<file path="config.mk">
export PLATFORM = sky130hd
export DESIGN_NAME = fifo_tlb_pid_page_unit_flat
export DESIGN_NICKNAME = d
export VERILOG_FILES = /design/src/design/ftlb_pkg.sv /design/src/design/ftlb_ifs.sv /design/src/design/fifo_tlb_pid_page_unit.sv /design/src/design/ftlb_entry_ram.sv /design/src/design/ftlb_seq.sv /design/src/flat_wrapper.sv
export SDC_FILE = /design/constraint.sdc
export NUM_CORES = 1
export LEC_CHECK = 0
export BUFFER_PORTS_ARGS = -buffer_cell sky130_fd_sc_hd__buf_2
export CAP_MARGIN = 20
export CORE_MARGIN = 5
export CORE_UTILIZATION = 55
export CTS_CLUSTER_SIZE = 14
export DETAILED_ROUTE_END_ITERATION = 16
export PLACE_DENSITY = 0.76
export SETUP_SLACK_MARGIN = 0.15
export SLEW_MARGIN = 30
export SYNTH_ARGS = -nofsm -noshare
export SYNTH_HDL_FRONTEND = slang
export SYNTH_SLANG_ARGS = --single-unit
export TNS_END_PERCENT = 1
</file>
<file path="constraint.sdc">
create_clock -name clk -period 4.7 [get_ports clk]
set_clock_uncertainty 0.1 [all_clocks]
set_input_delay 0.94 -clock clk [delete_from_list [all_inputs] [get_ports clk]]
set_output_delay 0.94 -clock clk [all_outputs]
set_load 0.02 [all_outputs]
</file>
<file path="src/design/ftlb_pkg.sv">
// ----------------------------------------------------------------------------
// ftlb_pkg
// Shared types and constants of the FIFO-replacement TLB.
// ----------------------------------------------------------------------------
`default_nettype none

package ftlb_pkg;

	localparam int unsigned TLB_DEPTH_DEF = 16;
	localparam int unsigned PAGE_BITS_DEF = 10;
	localparam int unsigned PID_BITS_DEF  = 8;

	localparam int unsigned KIND_W  = 2;
	localparam int unsigned PID_W   = 8;
	localparam int unsigned PAGE_W  = 10;
	localparam int unsigned FRAME_W = 10;
	localparam int unsigned CNT_W   = 32;

	localparam int unsigned CFG_IDX_W  = 1;
	localparam int unsigned CFG_DATA_W = 5;

	localparam logic [CFG_IDX_W-1:0]  CFG_ENABLE  = 1'b0;
	localparam logic [CFG_IDX_W-1:0]  CFG_ENTRIES = 1'b1;
	localparam logic [CFG_DATA_W-1:0] ENTRIES_RST = 5'd16;

	typedef enum logic [KIND_W-1:0] {
		KIND_LOOKUP = 2'd0,
		KIND_INSERT = 2'd1,
		KIND_INVAL  = 2'd2,
		KIND_FLUSH  = 2'd3
	} kind_t;

	typedef enum logic [1:0] {
		ST_IDLE,
		ST_SCAN,
		ST_SHIFT
	} seq_state_t;

	// request completion, sequencer to top level
	typedef struct packed {
		logic               done;
		logic               lookup;
		logic               hit;
		logic [FRAME_W-1:0] frame;
	} fin_t;

endpackage

`default_nettype wire

</file>
<file path="src/design/ftlb_ifs.sv">
// ----------------------------------------------------------------------------
// ftlb_ifs
// Request and response channels of the TLB.
// ----------------------------------------------------------------------------
`default_nettype none

interface ftlb_req_if;
	logic                          valid;
	logic                          ready;
	logic [ftlb_pkg::KIND_W-1:0]   kind;
	logic [ftlb_pkg::PID_W-1:0]    proc_id;
	logic [ftlb_pkg::PAGE_W-1:0]   page_num;
	logic [ftlb_pkg::FRAME_W-1:0]  frame_in;

	modport source (output valid, kind, proc_id, page_num, frame_in, input ready);
	modport sink (input valid, kind, proc_id, page_num, frame_in, output ready);
endinterface

interface ftlb_rsp_if;
	logic                          valid;
	logic                          ready;
	logic                          hit;
	logic [ftlb_pkg::FRAME_W-1:0]  frame_out;
	logic [ftlb_pkg::CNT_W-1:0]    access_count;
	logic [ftlb_pkg::CNT_W-1:0]    hit_count;

	modport source (output valid, hit, frame_out, access_count, hit_count, input ready);
	modport sink (input valid, hit, frame_out, access_count, hit_count, output ready);
endinterface

`default_nettype wire

</file>
<file path="src/design/fifo_tlb_pid_page_unit.sv">
// ----------------------------------------------------------------------------
// fifo_tlb_pid_page_unit
// Fully associative TLB keyed by process id and page, FIFO replacement.
// ----------------------------------------------------------------------------
// Entries live in a circular buffer in a single-port-read memory, oldest at
// the head pointer. The sequencer compares one stored entry per cycle, so a
// lookup or insert holds the block while it compares the entries up to and
// including a match (all occupied ones on a miss); an invalidate also moves
// each entry behind the removed one a slot toward the head to close the gap.
// Requests while disabled, flushes and empty-table requests finish in idle.
// One request is in flight at a time; a new request is taken only when no
// response is waiting or the waiting one is taken in the same cycle.
`default_nettype none

module fifo_tlb_pid_page_unit #(
	parameter int unsigned TLB_DEPTH = ftlb_pkg::TLB_DEPTH_DEF,
	parameter int unsigned PAGE_BITS = ftlb_pkg::PAGE_BITS_DEF,
	parameter int unsigned PID_BITS  = ftlb_pkg::PID_BITS_DEF
) (
	input  wire logic                            clk,
	input  wire logic                            arst_n,
	ftlb_req_if.sink                             req,
	ftlb_rsp_if.source                           rsp,
	input  wire logic                            cfg_we,
	input  wire logic [ftlb_pkg::CFG_IDX_W-1:0]  cfg_idx,
	input  wire logic [ftlb_pkg::CFG_DATA_W-1:0] cfg_wdata
);

	localparam int unsigned CW      = $clog2(TLB_DEPTH + 1);
	localparam int unsigned DW      = ftlb_pkg::CFG_DATA_W;
	localparam int unsigned CMPW    = (CW > DW) ? CW : DW;
	localparam int unsigned PID_EXT = (PID_BITS > ftlb_pkg::PID_W)
		? PID_BITS : ftlb_pkg::PID_W;
	localparam int unsigned PG_EXT  = (PAGE_BITS > ftlb_pkg::PAGE_W)
		? PAGE_BITS : ftlb_pkg::PAGE_W;
	localparam int unsigned NW      = ftlb_pkg::CNT_W;

	logic                          enable_q;
	logic [DW-1:0]                 entries_q;
	logic [CMPW-1:0]               eiu_ext;
	logic [CMPW-1:0]               cap_ext;
	logic [CW-1:0]                 cap;
	logic [PID_EXT-1:0]            pid_ext;
	logic [PG_EXT-1:0]             page_ext;
	logic                          idle, accept;
	ftlb_pkg::fin_t                fin;
	logic [NW-1:0]                 lookups_q, hits_q, lookups_d, hits_d;
	logic                          rsp_valid_q, hit_q;
	logic [ftlb_pkg::FRAME_W-1:0]  frame_q;
	logic [NW-1:0]                 acc_q, hcnt_q;

	always_ff @(posedge clk or negedge arst_n) begin
		if (!arst_n) begin
			enable_q  <= 1'b1;
			entries_q <= ftlb_pkg::ENTRIES_RST;
		end else if (cfg_we) begin
			case (cfg_idx)
				ftlb_pkg::CFG_ENABLE:  enable_q  <= cfg_wdata[0];
				ftlb_pkg::CFG_ENTRIES: entries_q <= cfg_wdata;
				default: ;
			endcase
		end
	end

	// capacity clamped to 1..TLB_DEPTH
	assign eiu_ext = CMPW'(entries_q);
	assign cap_ext = (eiu_ext == '0) ? CMPW'(1)
		: (eiu_ext > CMPW'(TLB_DEPTH)) ? CMPW'(TLB_DEPTH) : eiu_ext;
	assign cap     = cap_ext[CW-1:0];

	assign pid_ext  = PID_EXT'(req.proc_id);
	assign page_ext = PG_EXT'(req.page_num);

	assign req.ready = idle && (!rsp_valid_q || rsp.ready);
	assign accept    = req.valid && req.ready;

	ftlb_seq #(
		.TLB_DEPTH(TLB_DEPTH),
		.PAGE_BITS(PAGE_BITS),
		.PID_BITS (PID_BITS)
	) u_seq (
		.clk     (clk),
		.arst_n  (arst_n),
		.enable  (enable_q),
		.cap     (cap),
		.op_valid(accept),
		.op_kind (ftlb_pkg::kind_t'(req.kind)),
		.op_pid  (pid_ext[PID_BITS-1:0]),
		.op_page (page_ext[PAGE_BITS-1:0]),
		.op_frame(req.frame_in),
		.idle    (idle),
		.fin     (fin)
	);

	assign lookups_d = (fin.lookup && lookups_q != '1) ? lookups_q + NW'(1) : lookups_q;
	assign hits_d    = (fin.hit && hits_q != '1) ? hits_q + NW'(1) : hits_q;

	always_ff @(posedge clk or negedge arst_n) begin
		if (!arst_n) begin
			lookups_q   <= '0;
			hits_q      <= '0;
			rsp_valid_q <= 1'b0;
		end else begin
			if (fin.done) begin
				lookups_q   <= lookups_d;
				hits_q      <= hits_d;
				rsp_valid_q <= 1'b1;
			end else if (rsp.ready) begin
				rsp_valid_q <= 1'b0;
			end
		end
	end

	always_ff @(posedge clk) begin
		if (fin.done) begin
			hit_q   <= fin.hit;
			frame_q <= fin.frame;
			acc_q   <= lookups_d;
			hcnt_q  <= hits_d;
		end
	end

	assign rsp.valid        = rsp_valid_q;
	assign rsp.hit          = hit_q;
	assign rsp.frame_out    = frame_q;
	assign rsp.access_count = acc_q;
	assign rsp.hit_count    = hcnt_q;

endmodule

`default_nettype wire

</file>
<file path="src/design/ftlb_entry_ram.sv">
// ----------------------------------------------------------------------------
// ftlb_entry_ram
// Entry store: one write port, one read port, registered read data.
// ----------------------------------------------------------------------------
`default_nettype none

module ftlb_entry_ram #(
	parameter int unsigned DEPTH = ftlb_pkg::TLB_DEPTH_DEF,
	parameter int unsigned DW = ftlb_pkg::PID_BITS_DEF + ftlb_pkg::PAGE_BITS_DEF
		+ ftlb_pkg::FRAME_W,
	localparam int unsigned AW = (DEPTH > 1) ? $clog2(DEPTH) : 1
) (
	input  wire logic          clk,
	input  wire logic          we,
	input  wire logic [AW-1:0] waddr,
	input  wire logic [DW-1:0] wdata,
	input  wire logic          re,
	input  wire logic [AW-1:0] raddr,
	output logic      [DW-1:0] rdata
);

	logic [DW-1:0] mem [DEPTH];
	logic [DW-1:0] rdata_q;

	always_ff @(posedge clk) begin
		if (we) begin
			mem[waddr] <= wdata;
		end
		if (re) begin
			rdata_q <= mem[raddr];
		end
	end

	assign rdata = rdata_q;

endmodule

`default_nettype wire

</file>
<file path="src/design/ftlb_seq.sv">
// ----------------------------------------------------------------------------
// ftlb_seq
// Request sequencer: walks the circular entry store one slot per cycle,
// appends, evicts the oldest and closes gaps on invalidate.
// ----------------------------------------------------------------------------
`default_nettype none

module ftlb_seq #(
	parameter int unsigned TLB_DEPTH = ftlb_pkg::TLB_DEPTH_DEF,
	parameter int unsigned PAGE_BITS = ftlb_pkg::PAGE_BITS_DEF,
	parameter int unsigned PID_BITS  = ftlb_pkg::PID_BITS_DEF,
	localparam int unsigned CW = $clog2(TLB_DEPTH + 1)
) (
	input  wire logic                         clk,
	input  wire logic                         arst_n,
	input  wire logic                         enable,
	input  wire logic [CW-1:0]                cap,
	input  wire logic                         op_valid,
	input  wire ftlb_pkg::kind_t              op_kind,
	input  wire logic [PID_BITS-1:0]          op_pid,
	input  wire logic [PAGE_BITS-1:0]         op_page,
	input  wire logic [ftlb_pkg::FRAME_W-1:0] op_frame,
	output logic                              idle,
	output ftlb_pkg::fin_t                    fin
);

	localparam int unsigned AW = (TLB_DEPTH > 1) ? $clog2(TLB_DEPTH) : 1;
	localparam int unsigned SW = CW + 1;
	localparam int unsigned FW = ftlb_pkg::FRAME_W;
	localparam int unsigned EW = PID_BITS + PAGE_BITS + FW;
	localparam logic [SW-1:0] DEPTH_S = SW'(TLB_DEPTH);
	localparam logic [AW-1:0] LAST_A = AW'(TLB_DEPTH - 1);

	ftlb_pkg::seq_state_t state_q, state_d;
	logic [AW-1:0]        head_q, head_d;
	logic [CW-1:0]        count_q, count_d;
	logic [AW-1:0]        idx_q, idx_d;
	logic [AW-1:0]        raddr_q;
	ftlb_pkg::kind_t      kind_q;
	logic [PID_BITS-1:0]  pid_q;
	logic [PAGE_BITS-1:0] page_q;
	logic [FW-1:0]        frame_q;

	logic          we, re;
	logic [AW-1:0] waddr, raddr;
	logic [EW-1:0] wdata, rdata;
	logic [CW-1:0] idx_inc;
	logic          more, rd_match;

	function automatic logic [AW-1:0] phys(input logic [SW-1:0] s);
		logic [SW-1:0] w;
		w = (s >= DEPTH_S) ? s - DEPTH_S : s;
		return w[AW-1:0];
	endfunction

	ftlb_entry_ram #(
		.DEPTH(TLB_DEPTH),
		.DW   (EW)
	) u_ram (
		.clk  (clk),
		.we   (we),
		.waddr(waddr),
		.wdata(wdata),
		.re   (re),
		.raddr(raddr),
		.rdata(rdata)
	);

	assign idx_inc  = CW'(idx_q) + CW'(1);
	assign more     = idx_inc < count_q;
	assign rd_match = (rdata[EW-1 -: PID_BITS] == pid_q)
		&& (rdata[FW +: PAGE_BITS] == page_q);
	assign idle     = (state_q == ftlb_pkg::ST_IDLE);

	always_ff @(posedge clk or negedge arst_n) begin
		if (!arst_n) begin
			state_q <= ftlb_pkg::ST_IDLE;
			head_q  <= '0;
			count_q <= '0;
		end else begin
			state_q <= state_d;
			head_q  <= head_d;
			count_q <= count_d;
		end
	end

	always_ff @(posedge clk) begin
		idx_q <= idx_d;
		if (re) begin
			raddr_q <= raddr;
		end
		if (idle && op_valid) begin
			kind_q  <= op_kind;
			pid_q   <= op_pid;
			page_q  <= op_page;
			frame_q <= op_frame;
		end
	end

	always_comb begin
		state_d = state_q;
		head_d  = head_q;
		count_d = count_q;
		idx_d   = idx_q;
		re      = 1'b0;
		raddr   = head_q;
		we      = 1'b0;
		waddr   = phys(SW'(head_q) + SW'(count_q));
		wdata   = {pid_q, page_q, frame_q};
		fin     = '0;
		case (state_q)
			ftlb_pkg::ST_IDLE: begin
				if (op_valid) begin
					if (!enable) begin
						fin.done = 1'b1;
					end else if (op_kind == ftlb_pkg::KIND_FLUSH) begin
						count_d  = '0;
						fin.done = 1'b1;
					end else if (count_q == '0) begin
						fin.done   = 1'b1;
						fin.lookup = (op_kind == ftlb_pkg::KIND_LOOKUP);
						if (op_kind == ftlb_pkg::KIND_INSERT) begin
							we      = 1'b1;
							waddr   = head_q;
							wdata   = {op_pid, op_page, op_frame};
							count_d = CW'(1);
						end
					end else begin
						re      = 1'b1;
						idx_d   = '0;
						state_d = ftlb_pkg::ST_SCAN;
					end
				end
			end
			ftlb_pkg::ST_SCAN: begin
				if (rd_match || !more) begin
					case (kind_q)
						ftlb_pkg::KIND_LOOKUP: begin
							fin.done   = 1'b1;
							fin.lookup = 1'b1;
							fin.hit    = rd_match;
							fin.frame  = rd_match ? rdata[FW-1:0] : '0;
							state_d    = ftlb_pkg::ST_IDLE;
						end
						ftlb_pkg::KIND_INSERT: begin
							fin.done = 1'b1;
							state_d  = ftlb_pkg::ST_IDLE;
							if (!rd_match) begin
								// new slot follows the youngest; on eviction the
								// head advances past the dropped oldest entries
								we = 1'b1;
								if (count_q >= cap) begin
									head_d  = phys(SW'(head_q)
										+ SW'(count_q - cap + CW'(1)));
									count_d = cap;
								end else begin
									count_d = count_q + CW'(1);
								end
							end
						end
						ftlb_pkg::KIND_INVAL: begin
							if (rd_match && more) begin
								re      = 1'b1;
								raddr   = phys(SW'(head_q) + SW'(idx_inc));
								idx_d   = idx_inc[AW-1:0];
								state_d = ftlb_pkg::ST_SHIFT;
							end else begin
								if (rd_match) begin
									count_d = count_q - CW'(1);
								end
								fin.done = 1'b1;
								state_d  = ftlb_pkg::ST_IDLE;
							end
						end
						default: begin
							fin.done = 1'b1;
							state_d  = ftlb_pkg::ST_IDLE;
						end
					endcase
				end else begin
					re    = 1'b1;
					raddr = phys(SW'(head_q) + SW'(idx_inc));
					idx_d = idx_inc[AW-1:0];
				end
			end
			ftlb_pkg::ST_SHIFT: begin
				// move the entry just read one slot toward the head
				we    = 1'b1;
				waddr = (raddr_q == '0) ? LAST_A : raddr_q - AW'(1);
				wdata = rdata;
				if (more) begin
					re    = 1'b1;
					raddr = phys(SW'(head_q) + SW'(idx_inc));
					idx_d = idx_inc[AW-1:0];
				end else begin
					count_d  = count_q - CW'(1);
					fin.done = 1'b1;
					state_d  = ftlb_pkg::ST_IDLE;
				end
			end
			default: begin
				state_d = ftlb_pkg::ST_IDLE;
			end
		endcase
	end

endmodule

`default_nettype wire

</file>
<file path="src/flat_wrapper.sv">
// flat-port wrapper written by rule: the top's interface ports become plain ports
module fifo_tlb_pid_page_unit_flat 
#(
	parameter int unsigned TLB_DEPTH = ftlb_pkg::TLB_DEPTH_DEF,
	parameter int unsigned PAGE_BITS = ftlb_pkg::PAGE_BITS_DEF,
	parameter int unsigned PID_BITS  = ftlb_pkg::PID_BITS_DEF
)
  (clk, arst_n, cfg_we, cfg_idx, cfg_wdata, req_valid, req_kind, req_proc_id, req_page_num, req_frame_in, req_ready, rsp_valid, rsp_hit, rsp_frame_out, rsp_access_count, rsp_hit_count, rsp_ready);
  ftlb_req_if req_i ();
  ftlb_rsp_if rsp_i ();
  input  wire logic clk;
  input  wire logic arst_n;
  input  wire logic cfg_we;
  input  wire logic [ftlb_pkg::CFG_IDX_W-1:0] cfg_idx;
  input  wire logic [ftlb_pkg::CFG_DATA_W-1:0] cfg_wdata;
  input wire logic [$bits(req_i.valid)-1:0] req_valid;
  input wire logic [$bits(req_i.kind)-1:0] req_kind;
  input wire logic [$bits(req_i.proc_id)-1:0] req_proc_id;
  input wire logic [$bits(req_i.page_num)-1:0] req_page_num;
  input wire logic [$bits(req_i.frame_in)-1:0] req_frame_in;
  output wire logic [$bits(req_i.ready)-1:0] req_ready;
  output wire logic [$bits(rsp_i.valid)-1:0] rsp_valid;
  output wire logic [$bits(rsp_i.hit)-1:0] rsp_hit;
  output wire logic [$bits(rsp_i.frame_out)-1:0] rsp_frame_out;
  output wire logic [$bits(rsp_i.access_count)-1:0] rsp_access_count;
  output wire logic [$bits(rsp_i.hit_count)-1:0] rsp_hit_count;
  input wire logic [$bits(rsp_i.ready)-1:0] rsp_ready;
  assign req_i.valid = req_valid;
  assign req_i.kind = req_kind;
  assign req_i.proc_id = req_proc_id;
  assign req_i.page_num = req_page_num;
  assign req_i.frame_in = req_frame_in;
  assign req_ready = req_i.ready;
  assign rsp_valid = rsp_i.valid;
  assign rsp_hit = rsp_i.hit;
  assign rsp_frame_out = rsp_i.frame_out;
  assign rsp_access_count = rsp_i.access_count;
  assign rsp_hit_count = rsp_i.hit_count;
  assign rsp_i.ready = rsp_ready;
  fifo_tlb_pid_page_unit #(.TLB_DEPTH(TLB_DEPTH), .PAGE_BITS(PAGE_BITS), .PID_BITS(PID_BITS)) u_core (.clk(clk), .arst_n(arst_n), .req(req_i), .rsp(rsp_i), .cfg_we(cfg_we), .cfg_idx(cfg_idx), .cfg_wdata(cfg_wdata));
endmodule
</file>
==> impl_metrics.toml <==
[synthesis]
synth_most_common_cell = "edfxtp_1"
syn-cell-area_um2 = 30300
synth_compound_area_share_pct = 12.4
avgSynthCellArea_um2 = 14.0
synth_area_leader_cell = "edfxtp_1"
synth_seq_area_share_pct = 65.1
ys_seq_elements = 671
synth_mux_area_share_pct = 5.13
synthSimpleGateAreaFrac_pct = 6.66
synthXorXnorAreaFrac_pct = 4.74
synth_top_family_by_area = "compound AO/OA/AOI/OAI gates"
syn_nets = 2244
synth_async_sr_flop_share_pct = 12.2
syn_inst = 2167
synth_warnings = 0
yosys.area.top_type_share_pct = 58.3
synth_area_leaders = "edfxtp_1 (58%), dfrtp_1 (6.6%), o221ai_1 (4.9%), mux2_2 (3.5%), xor2_1 (2.7%)"
synthFlopType = "edfxtp_1"
yosys-top-cells-count = "edfxtp_1 (589), inv_1 (169), o221ai_1 (168), clkbuf_1 (115), mux2_2 (94)"
synth_edf_count = 589
synthAdderAreaFrac_pct = 1.61
synth_cell_types = 80

[worst_setup_path]
cp_cell_sequence = "ha_1, ha_1, a21boi_1, o311ai_2, and2_1, o311a_4, a2bb2oi_4, buf_12, buf_4, mux2_2, o211ai_1, nand4_1"
r2r_setup_slack_ps = 420
cp-start-kind = "register"
reg2reg_depth = 12
cp_slowest_cell = "edfxtp_1"
r2r-end = "u_core.u_seq.u_ram.rdata[25]"
required_ps = 4950
r2r_start = "u_core.u_seq.idx_q[0]"
crit_path_end_kind = "register"
cpPeakStageDelay_ps = 450
crit_top_cell = "ha_1"
critPathMaxFanout = 57
arrival_ps = 4530
path_class = "reg2reg"

[final_layout]
final_area_um2 = 34400
drive_above_1_share_pct = 19.4
multi_input_area_um2 = 9440
num-fill-cells = 3881
layout.nets = 2344
regArea_um2 = 19700
instances_no_fill = 3026
area_growth_syn_to_layout_pct = 13.4

[clock_network]
cts_buffers = 70
clockBufferDepth = 3
ctsResizeCount = 0
cts.sinks = 671
insertion_delay_ps = 610
cts.clk_slew.worst_paths_ps = 60
cts_tree = "yes"
ctsHoldBuffers = 0
cts_max_level = 3
root_buffer = "clkbuf_16"
post_cts_buffers = 0

[floorplanning]
fp.dieW_um = 245
design.core.area_um2 = 54900
rows = 86
die_h_um = 245
start_util_pct = 55.3
ios = 118
die_area_um2 = 59900

[grt]
grt_pass1_wl_um = 118000
grt.overflow.total = 0
met3_usage_pct = 5.64
grt_util_all_layers_pct = 25.2
grt_util_met2_pct = 40.1
grt_max_degree = 113
grt_pass1_vias = 19700
antenna_found_initial = 0
use_met1_pct = 34.9
grt.busiest_layer = "met2"

[route]
drt_pre_antenna_iters = 6
drt_wl_total_um = 77700
wl_per_cell_um = 25.7
ant_nets = 0
viasPerCell = 6.60
initialDrtViolationCount = 2546
vias = 20000
drc = 0

[sta]
post-route-min-period_ps = 4280
maxSlewHeadroom_pct = 34.2
setup_ws_ps = 421
slew_viol_final = 0
post-route-period-util_pct = 91.0
hold_viol = 0
finalSetupViolCount = 0
rsz0062_at_grt = "no"
finalSetupTns_ps = 0
tightest_slew_ps = 987
max_freq_ghz = 0.234

[power_and_ir_drop]
powerDensity_nw_per_um2 = 600
clockPowerShare_pct = 26.4
p_sw_share_pct = 36.0
seqPwrFrac_pct = 38.9
ir_drop_v = 0.000429
power.switching_mw = 7.43
leakagePower_nw = 12.5
p_comb_share_pct = 34.6
internal_power_mw = 13.2

[flow_run]
drv_cap = 0

[place]
hpwl_um = 42500
placed_area_um2 = 32100
preCtsSetupSlack_ps = 518
place_inst = 2899
place.gp.congestion = 0.862
io_buffers = 117

[min_path]
hold_class = "in2async"

[status]
status = "complete, no violations"
==> routing by layer <==
metal | vias to the layer above | part of all wire [%]
met5 | - | 0
met1 | 9864 | 39
met3 | 205 | 11
met4 | 0 | 3.4
met2 | 1213 | 47
li1 | 8684 | -
==> metrics by stage <==
stage,hold slack (ps),total power [mW],utilization (%)
6_report,316,20.6,62.7
5_1_grt,363,21.4,62.7
4_1_cts,320,20.6,62.7
3_5_place_dp,397,15.1,58.5
3_3_place_gp,388,15.0,58.5
2_1_floorplan,373,12.8,-
==> cell families after synthesis <==
family          after synthesis
mux                         136
simple gates                375
compound gates              453
fa+ha+maj                    36
flops                       671
buf+inv                     332
xor+xnor                    164
==> critical path, delay by kind of cell, from the launching register on <==
kind,cells,cell delay (ps)
fa+ha+maj,2,730
simple gates,2,470
flops,1,450
compound gates,5,1140
buf+inv,2,670
mux,1,380
==> cell usage in the layout (no fill, tap or decap), drive strengths merged, types with 11 or more instances in the layout <==
cell type	count
nand2	66
buf	191
and2	20
a22oi	11
o221ai	168
nand4	56
o21ai	23
inv	168
nor2	82
ha	31
mux2i	13
a21oi	21
o2111ai	85
clkbuf	84
and3	18
mux2	123
nor4	14
nand3	38
a222oi	19
nor3	40
edfxtp	589
clkinv	30
xor2	93
xnor2	71
o211ai	85
dfrtp	80
==> registers in the layout, indices dropped and copies added, names as in the netlist, 28 cells and up <==
signal / flops
u_core.lookups_q: 32
u_core.rsp.access_count: 32
u_core.u_seq.u_ram.mem: 448
u_core.hits_q: 32
u_core.u_seq.u_ram.rdata: 28
u_core.rsp.hit_count: 32
==> power by group through the flow <==
stage	registers [mW]	clock network (mW)	logic, mW
2_1_floorplan	8.43	0	4.33
3_3_place_gp	8.12	0	6.84
3_5_place_dp	8.14	0	6.98
4_1_cts	8.02	5.52	7.04
5_1_grt	8.08	5.77	7.58
6_report	8.03	5.45	7.15
==> worst max-delay path by stage <==
stage | depth (start not counted) | startpoint | endpoint
after floorplan | 4 | rsp_ready | u_core.u_seq.raddr_q[0]
after global placement | 12 | u_core.u_seq.idx_q[0] | u_core.u_seq.u_ram.rdata[25]
final | 12 | u_core.u_seq.idx_q[0] | u_core.u_seq.u_ram.rdata[25]
after global routing | 12 | u_core.u_seq.idx_q[0] | u_core.u_seq.u_ram.rdata[25]
after detailed placement | 12 | u_core.u_seq.idx_q[0] | u_core.u_seq.u_ram.rdata[17]
after CTS | 12 | u_core.u_seq.idx_q[0] | u_core.u_seq.u_ram.rdata[19]
==> area by class of cell <==
cell class	count	area share (%)
antenna	2	0.0146
clock buffer	84	5.28
clock inverter	41	1.28
inverter	169	1.85
multi-input combinational	1164	27.4
sequential	671	57.4
tap	704	2.56
timing repair buffer	191	4.16
Power figures use the tool's default switching activity.
